==> src/pawt_pkg.sv <==
`timescale 1ns / 1ps
package pawt_pkg;

	// Table geometry; the slot index is the low bits of the ack, so the depth is a power of two
	localparam int TRACK_SLOTS = 64;
	localparam int SLOT_W      = $clog2(TRACK_SLOTS);

	localparam logic [15:0] ACK_NONE   = 16'hFFFF;
	localparam logic [15:0] HALF_RANGE = 16'hFFFF / 16'd2;
	localparam logic [15:0] HIST_BITS  = 16'd16;
	localparam logic [6:0]  LOSS_MAX   = 7'd127;

	// Candidate index of the last history ack (index 0 is the partner's last ack)
	localparam logic [4:0]  CAND_LAST  = 5'd16;
	localparam logic [4:0]  CAND_MAX   = 5'd17;

	localparam logic        MODE_SEND  = 1'b0;
	localparam logic        MODE_RECV  = 1'b1;

	localparam logic [1:0]  DUP_NONE    = 2'd0;
	localparam logic [1:0]  DUP_HIGHEST = 2'd1;
	localparam logic [1:0]  DUP_HISTORY = 2'd2;

	typedef enum logic [1:0] {
		ST_IDLE,
		ST_CONFIRM,
		ST_DRAIN
	} pawt_state_t;

	typedef struct packed {
		logic        mode;
		logic [31:0] now;
		logic [15:0] remote_ack;
		logic [15:0] remote_last_ack;
		logic [15:0] remote_history;
	} pawt_in_t;

	typedef struct packed {
		logic [15:0] sent_ack;
		logic [15:0] recv_last_ack;
		logic [15:0] recv_history;
		logic [1:0]  dup_status;
		logic [4:0]  confirmed_count;
		logic [15:0] last_confirmed;
		logic [31:0] round_trip;
		logic [6:0]  window_losses;
	} pawt_out_t;

	typedef struct packed {
		logic [15:0] ack;
		logic [31:0] sent_time;
	} pawt_slot_t;

endpackage

==> src/packet_ack_window_tracker.sv <==
`timescale 1ns / 1ps
// Timing: a send gives its result in the cycle after acceptance, and so does a receive
// that duplicates the highest ack or carries no last ack; any other receive gives it after
// the sweep reads all candidate slots through the synchronous slot memory read port and
// passes one compare stage and the result register. Throughput: one item per cycle for
// sends while idle; a confirming receive holds busy until its result. Reset: arst_n clears
// control and result state (live bits included), not slot memory; the receiver cannot stall.
module packet_ack_window_tracker (
	input  logic              clk,
	input  logic              arst_n,
	input  logic              start,
	output logic              busy,
	input  pawt_pkg::pawt_in_t  item,
	output logic              done,
	output pawt_pkg::pawt_out_t result
);

	// Slot table: ack and send time, one synchronous read port
	pawt_pkg::pawt_slot_t slot_mem [pawt_pkg::TRACK_SLOTS];
	logic [pawt_pkg::TRACK_SLOTS-1:0] live_q;

	pawt_pkg::pawt_state_t state_q, state_d;

	logic [15:0] next_ack_q;
	logic [15:0] highest_q;
	logic [15:0] hist_q;
	logic [15:0] conf_q;
	logic [31:0] rtt_q;
	logic [6:0]  loss_cnt_q;
	logic [6:0]  loss_latched_q;
	logic [15:0] sent_q;
	logic [1:0]  dup_q;
	logic [4:0]  count_q;
	logic        done_q;

	// Receive context held during the confirmation sweep
	logic [31:0] now_q;
	logic [15:0] r_last_q;
	logic [15:0] r_hist_q;
	logic [4:0]  idx_q;

	// Compare stage
	logic                 en_s1;
	logic [15:0]          cand_s1;
	logic [pawt_pkg::SLOT_W-1:0] slot_s1;
	pawt_pkg::pawt_slot_t rd_s1;

	logic accept;
	logic [15:0] diff, back, hist_d, highest_d, bit_back;
	logic [1:0]  dup_d;
	logic        go_confirm;
	logic [15:0] cand;
	logic        cand_en;
	logic [pawt_pkg::SLOT_W-1:0] send_slot;
	logic        send_wraps;
	logic [6:0]  loss_base;
	logic        hit_s2;

	assign accept    = start && !busy;
	assign send_slot = next_ack_q[pawt_pkg::SLOT_W-1:0];
	assign send_wraps = (send_slot == pawt_pkg::SLOT_W'(pawt_pkg::TRACK_SLOTS - 1));
	assign loss_base = send_wraps ? 7'd0 : loss_cnt_q;

	// Update received-ack number and history, flag duplicates
	always_comb begin
		diff      = item.remote_ack - highest_q;
		back      = highest_q - item.remote_ack;
		bit_back  = 16'd1 << 4'(back - 16'd1);
		highest_d = highest_q;
		hist_d    = hist_q;
		dup_d     = pawt_pkg::DUP_NONE;
		if (item.remote_ack != pawt_pkg::ACK_NONE) begin
			if (diff == 16'd0) begin
				dup_d = pawt_pkg::DUP_HIGHEST;
			end else if (diff < pawt_pkg::HALF_RANGE) begin
				highest_d = item.remote_ack;
				if (diff >= pawt_pkg::HIST_BITS) begin
					hist_d = 16'd0;
				end else begin
					hist_d = hist_q << diff[3:0];
				end
				if (diff <= pawt_pkg::HIST_BITS) begin
					hist_d = hist_d | (16'd1 << 4'(diff - 16'd1));
				end
			end else if (back >= 16'd1 && back <= pawt_pkg::HIST_BITS) begin
				if ((hist_q & bit_back) != 16'd0) begin
					dup_d = pawt_pkg::DUP_HISTORY;
				end else begin
					hist_d = hist_q | bit_back;
				end
			end
		end
	end

	assign go_confirm = (item.mode == pawt_pkg::MODE_RECV) && (dup_d != pawt_pkg::DUP_HIGHEST)
		&& (item.remote_last_ack != pawt_pkg::ACK_NONE);

	// Pick the candidate ack for the current sweep step
	always_comb begin
		cand = r_last_q - 16'(idx_q);
		if (cand == pawt_pkg::ACK_NONE) begin
			cand = pawt_pkg::ACK_NONE - 16'd1;
		end
		cand_en = (idx_q == 5'd0) || r_hist_q[4'(idx_q - 5'd1)];
	end

	assign hit_s2 = en_s1 && live_q[slot_s1] && (rd_s1.ack == cand_s1);

	// Next state and handshake
	always_comb begin
		state_d = state_q;
		busy    = (state_q != pawt_pkg::ST_IDLE);
		case (state_q)
			pawt_pkg::ST_IDLE: begin
				if (accept && go_confirm) begin
					state_d = pawt_pkg::ST_CONFIRM;
				end
			end
			pawt_pkg::ST_CONFIRM: begin
				if (idx_q == pawt_pkg::CAND_LAST) begin
					state_d = pawt_pkg::ST_DRAIN;
				end
			end
			pawt_pkg::ST_DRAIN: begin
				state_d = pawt_pkg::ST_IDLE;
			end
			default: begin
				state_d = pawt_pkg::ST_IDLE;
			end
		endcase
	end

	always_ff @(posedge clk or negedge arst_n) begin
		if (!arst_n) begin
			state_q <= pawt_pkg::ST_IDLE;
		end else begin
			state_q <= state_d;
		end
	end

	// Write on send, read candidate slot every cycle
	always_ff @(posedge clk) begin
		if (accept && item.mode == pawt_pkg::MODE_SEND) begin
			slot_mem[send_slot] <= '{ack: next_ack_q, sent_time: item.now};
		end
		rd_s1 <= slot_mem[cand[pawt_pkg::SLOT_W-1:0]];
	end

	// Advance the compare stage
	always_ff @(posedge clk or negedge arst_n) begin
		if (!arst_n) begin
			en_s1 <= 1'b0;
		end else begin
			en_s1 <= (state_q == pawt_pkg::ST_CONFIRM) && cand_en;
		end
	end

	always_ff @(posedge clk) begin
		cand_s1 <= cand;
		slot_s1 <= cand[pawt_pkg::SLOT_W-1:0];
	end

	// Hold receive context and step the sweep index
	always_ff @(posedge clk) begin
		if (accept) begin
			now_q    <= item.now;
			r_last_q <= item.remote_last_ack;
			r_hist_q <= item.remote_history;
		end
	end

	always_ff @(posedge clk or negedge arst_n) begin
		if (!arst_n) begin
			idx_q <= 5'd0;
		end else if (state_q == pawt_pkg::ST_CONFIRM) begin
			idx_q <= idx_q + 5'd1;
		end else begin
			idx_q <= 5'd0;
		end
	end

	// Tracker state, result registers and strobe
	always_ff @(posedge clk or negedge arst_n) begin
		if (!arst_n) begin
			live_q         <= '0;
			next_ack_q     <= 16'd0;
			highest_q      <= pawt_pkg::ACK_NONE;
			hist_q         <= 16'd0;
			conf_q         <= pawt_pkg::ACK_NONE;
			rtt_q          <= 32'd0;
			loss_cnt_q     <= 7'd0;
			loss_latched_q <= 7'd0;
			sent_q         <= 16'd0;
			dup_q          <= pawt_pkg::DUP_NONE;
			count_q        <= 5'd0;
			done_q         <= 1'b0;
		end else begin
			// Strobe after a send, a receive with nothing to confirm, or the sweep end
			done_q <= (accept && (item.mode == pawt_pkg::MODE_SEND || !go_confirm))
				|| (state_q == pawt_pkg::ST_DRAIN);
			if (accept) begin
				count_q <= 5'd0;
				if (item.mode == pawt_pkg::MODE_SEND) begin
					sent_q <= next_ack_q;
					dup_q  <= pawt_pkg::DUP_NONE;
					if (send_wraps) begin
						loss_latched_q <= loss_cnt_q;
					end
					if (live_q[send_slot] && loss_base < pawt_pkg::LOSS_MAX) begin
						loss_cnt_q <= loss_base + 7'd1;
					end else begin
						loss_cnt_q <= loss_base;
					end
					live_q[send_slot] <= 1'b1;
					if (next_ack_q + 16'd1 == pawt_pkg::ACK_NONE) begin
						next_ack_q <= 16'd0;
					end else begin
						next_ack_q <= next_ack_q + 16'd1;
					end
				end else begin
					sent_q    <= 16'd0;
					dup_q     <= dup_d;
					highest_q <= highest_d;
					hist_q    <= hist_d;
				end
			end
			// Free a confirmed slot and take its round trip
			if (hit_s2) begin
				live_q[slot_s1] <= 1'b0;
				conf_q  <= cand_s1;
				rtt_q   <= now_q - rd_s1.sent_time;
				count_q <= count_q + 5'd1;
			end
		end
	end

	// Drive the result from the state registers
	always_comb begin
		result.sent_ack        = sent_q;
		result.recv_last_ack   = highest_q;
		result.recv_history    = hist_q;
		result.dup_status      = dup_q;
		result.confirmed_count = count_q;
		result.last_confirmed  = conf_q;
		result.round_trip      = rtt_q;
		result.window_losses   = loss_latched_q;
	end

	assign done = done_q;

endmodule

==> config.mk <==
export PLATFORM = sky130hd
export DESIGN_NAME = packet_ack_window_tracker
export DESIGN_NICKNAME = d
export VERILOG_FILES = /design/src/pawt_pkg.sv /design/src/packet_ack_window_tracker.sv
export SDC_FILE = /design/constraint.sdc
export NUM_CORES = 2
export LEC_CHECK = 0
export ABC_AREA = 0
export BUFFER_PORTS_ARGS = -buffer_cell sky130_fd_sc_hd__clkbuf_2
export CAP_MARGIN = 20
export CORE_MARGIN = 3
export CORE_UTILIZATION = 45
export DETAILED_ROUTE_END_ITERATION = 16
export SYNTH_ARGS = -nofsm -noshare
export SYNTH_HDL_FRONTEND = slang
export SYNTH_SLANG_ARGS = --single-unit
==> constraint.sdc <==
create_clock -name clk -period 5.82 [get_ports clk]
set_input_delay 0.582 -clock clk [delete_from_list [all_inputs] [get_ports clk]]
set_output_delay 0.582 -clock clk [all_outputs]
set_load 0.01 [all_outputs]
==> impl_metrics.tcl <==
set metrics [dict create \
    synth_seq_area_share_pct 74.0 \
    ys_top_cells_by_area "edfxtp_1 69%, o221ai_1 3.5%, mux4_2 3.2%" \
    grt_pass1_wl_um 681000 \
    slew_violations 0 \
    wirelength_um 497000 \
    synth_nets 8825 \
    drc 0 \
    grtUsageTotal_pct 31.4 \
    antenna_left 0 \
    grt_antenna_before_repair 29 \
    firstDrtPassIters 9 \
    via_per_inst 6.69 \
    crit_required_ns 6.67 \
    dieHeight_um 556 \
    setup_slack_ns 0.306 \
    dp_hpwl_um 282000 \
    cts_tree "yes" \
    numCtsBuffers 351 \
    nNetsFinal 9242 \
    drt_iter0_markers 15800 \
    ys.warnings.count 0 \
    gp_congestion 0.938 \
    setup_viol 0 \
    power_density_nw_per_um2 566 \
    yosysTopAreaCellShare_pct 69.3 \
    cts_root_buf "clkbuf_16" \
    clockBufferDepth 4 \
    syn_area_um2 136000 \
    synthCells 8664 \
    rows 201 \
    core_um2 300000 \
    tns_ns 0 \
    gr-total-overflow 0 \
    min_period_ns 5.51 \
    detailroute.via_count 89300 \
    synth_commonest_cells "3,136 x edfxtp_1, 731 x nand2_1, 539 x o221ai_1, 489 x nor2_1, 434 x o21ai_0" \
    fin_crit_sh_pct 94.7 \
    hold_viol 0 \
    first_global_vias 84300 \
    clkTransAtPathRegs_ns 0.06 \
    ios 196 \
    crit_fanout 33 \
    ys.flop_type "edfxtp_1" \
    tightest_slew_ns 1.22 \
    synth.ff_latch_count 3406 \
    yosys.cell_types.count 87 \
    relSlewSlack_pct 18.3 \
    async_flop_share_pct 6.05 \
    fillers 24300 \
    status "complete, no violations" \
    cts.sinks 3406 \
    wire_per_inst_um 37.2 \
    grt_start_max_net_pins 144 \
    cap_viol_max_count 0 \
    drive_gt1_share_pct 15.9 \
    critPathLaunchType "register" \
    postPlaceCellArea_um2 144000 \
    yosysTopAreaCell "edfxtp_1" \
    design_area_um2 156000 \
    end_kind "register" \
    synth_most_common_cell "edfxtp_1" \
    rsz0062_at_grt "false" \
    syn2layout_area_growth_pct 15.0 \
    hp-class "input port to register" \
    dp_slack_ns 0.458 \
    p_leak_uw 0.0520 \
    fin_skew_ns 0.0741 \
    synth_edf_count 3136 \
    avgSynthCellArea_um2 15.7 \
    fp.dieArea_um2 309000 \
    start_util_pct 45.3 \
    die_width_um 556 \
    crit_type "register to register" \
    cts_max_level 5 \
    cts_setup_buffers 0 \
    ir_drop_mv 0.814 \
    max_freq_mhz 181 \
    critPathArrivalTime_ns 6.37 \
    io_buffers 195 \
    insertion_delay_ns 0.95 \
]
==> metrics by stage <==
step | power (uW) | hold WS, ns | utilization [%] | std cells
6_report | 88500 | 0.0219 | 52.1 | 13300
5_1_grt | 91000 | 0.0221 | 52.1 | 13300
4_1_cts | 87700 | 0.0785 | 52.0 | 13300
3_5_place_dp | 65000 | 0.419 | 48.0 | 12600
3_3_place_gp | 64700 | 0.419 | 48.0 | 12600
2_1_floorplan | 49300 | 0.286 | - | 8664
==> flip-flops by register name (all words and copies together) (netlist names) <==
signal and cells:
cand_s1 16, conf_q 16, count_q 5, done 1, dup_q 2, en_s1 1
highest_q 16, hist_q 16, idx_q 5, live_q 64, loss_cnt_q 7, loss_latched_q 7
next_ack_q 16, now_q 32, r_hist_q 16, r_last_q 16, rd_s1 48, rtt_q 32
sent_q 16, slot_mem 3072, state_q 2
==> timing repair <==
action	CTS	global route
hold endpoints to repair	159	0
hold buffers	50	0
gates resized for setup	0	0
==> logic make-up (layout without fill, tap and decap cells) <==
| family | count (synthesis) | count (layout) | share of synthesized area, % |
|---|---|---|---|
| fa+ha+maj | 77 | 77 | 0.731 |
| mux | 528 | 528 | 5.81 |
| other cells | 0 | 12 | 0 |
| compound gates | 2065 | 2065 | 10.7 |
| xor+xnor | 91 | 91 | 0.586 |
| simple gates | 1810 | 1810 | 5.86 |
| buf+inv | 687 | 1398 | 2.24 |
| flops | 3406 | 3406 | 74.0 |
==> routing by layer <==
metal | vias up | track usage (%) | part of all wire (%)
met1 | 45700 | 43.0 | 37
met2 | 6724 | 46.9 | 44
met5 | - | 0 | 0.010
li1 | 35600 | - | -
met3 | 1232 | 8.01 | 13
met4 | 8 | 15.3 | 5.9
==> report_power, final <==
group,leakage [uW],switching (uW),internal [uW]
Sequential,0.0319,805,27500
Combinational,0.0145,25900,11300
Clock,0.00567,9710,13200
==> worst paths after layout <==
| check | startpoint | endpoint | slack [ns] | cells past startpoint |
|---|---|---|---|---|
| worst max-delay path | r_last_q[0]$_DFFE_PP_ | rd_s1[28]$_DFF_P_ | 0.31 | 18 |
| max in group asynchronous | arst_n | live_q[25]$_DFF_PN0_ | 3.89 | 3 |
| worst min-delay path | item[56] | slot_mem[3][8]$_DFFE_PP_ | 0.02 | 1 |
| worst min register to register | cand_s1[12]$_SDFF_PP1_ | conf_q[12]$_DFFE_PN1P_ | 0.44 | 2 |
| worst max register to register | r_last_q[0]$_DFFE_PP_ | rd_s1[28]$_DFF_P_ | 0.31 | 18 |
| min in group asynchronous | arst_n | sent_q[5]$_DFFE_PN0P_ | 0.38 | 2 |
==> worst max-delay path, stage by stage (launching register included) <==
cell	delay, ns
edfxtp_1	0.37
inv_1	0.11
ha_4	0.14
inv_1	0.04
fa_4	0.45
a211oi_1	0.36
o21ai_0	0.34
a211oi_1	0.33
o32ai_1	0.15
or4b_1	0.58
o21ai_4	0.20
buf_12	0.17
buf_12	0.26
buf_4	0.46
mux2i_1	0.14
o211ai_1	0.19
nand4_1	0.26
or4_1	0.59
a211oi_1	0.22
==> cells in the final DEF (no fill, tap or decap), types with 58 or more instances in the layout <==
master,count
inv_1,106
clkbuf_16,355
clkbuf_2,194
clkinv_2,61
a31oi_1,99
edfxtp_1,3136
nand3_1,252
dfrtp_1,158
nor3_1,58
ha_1,72
o21ai_0,434
buf_4,284
nor2_1,413
buf_12,105
nand4_1,74
clkbuf_1,85
o221ai_1,539
mux2i_1,294
mux4_2,196
o211ai_1,141
a21oi_1,233
o22ai_1,124
nand2_1,727
dfxtp_1,64
o31ai_1,91
nor2_4,69
==> cell type report <==
cell class / instances / area, um^2 / share of cell area [%]
sequential: 3406 / 101000 / 64.4
multi-input combinational: 4571 / 32900 / 21.0
clock buffer: 460 / 9480 / 6.06
timing repair buffer: 638 / 5820 / 3.72
tap: 3958 / 4950 / 3.17
clock inverter: 187 / 2120 / 1.35
inverter: 113 / 450 / 0.288
antenna: 12 / 30.0 / 0.0192
No activity file was read; power rests on OpenSTA's default activity.
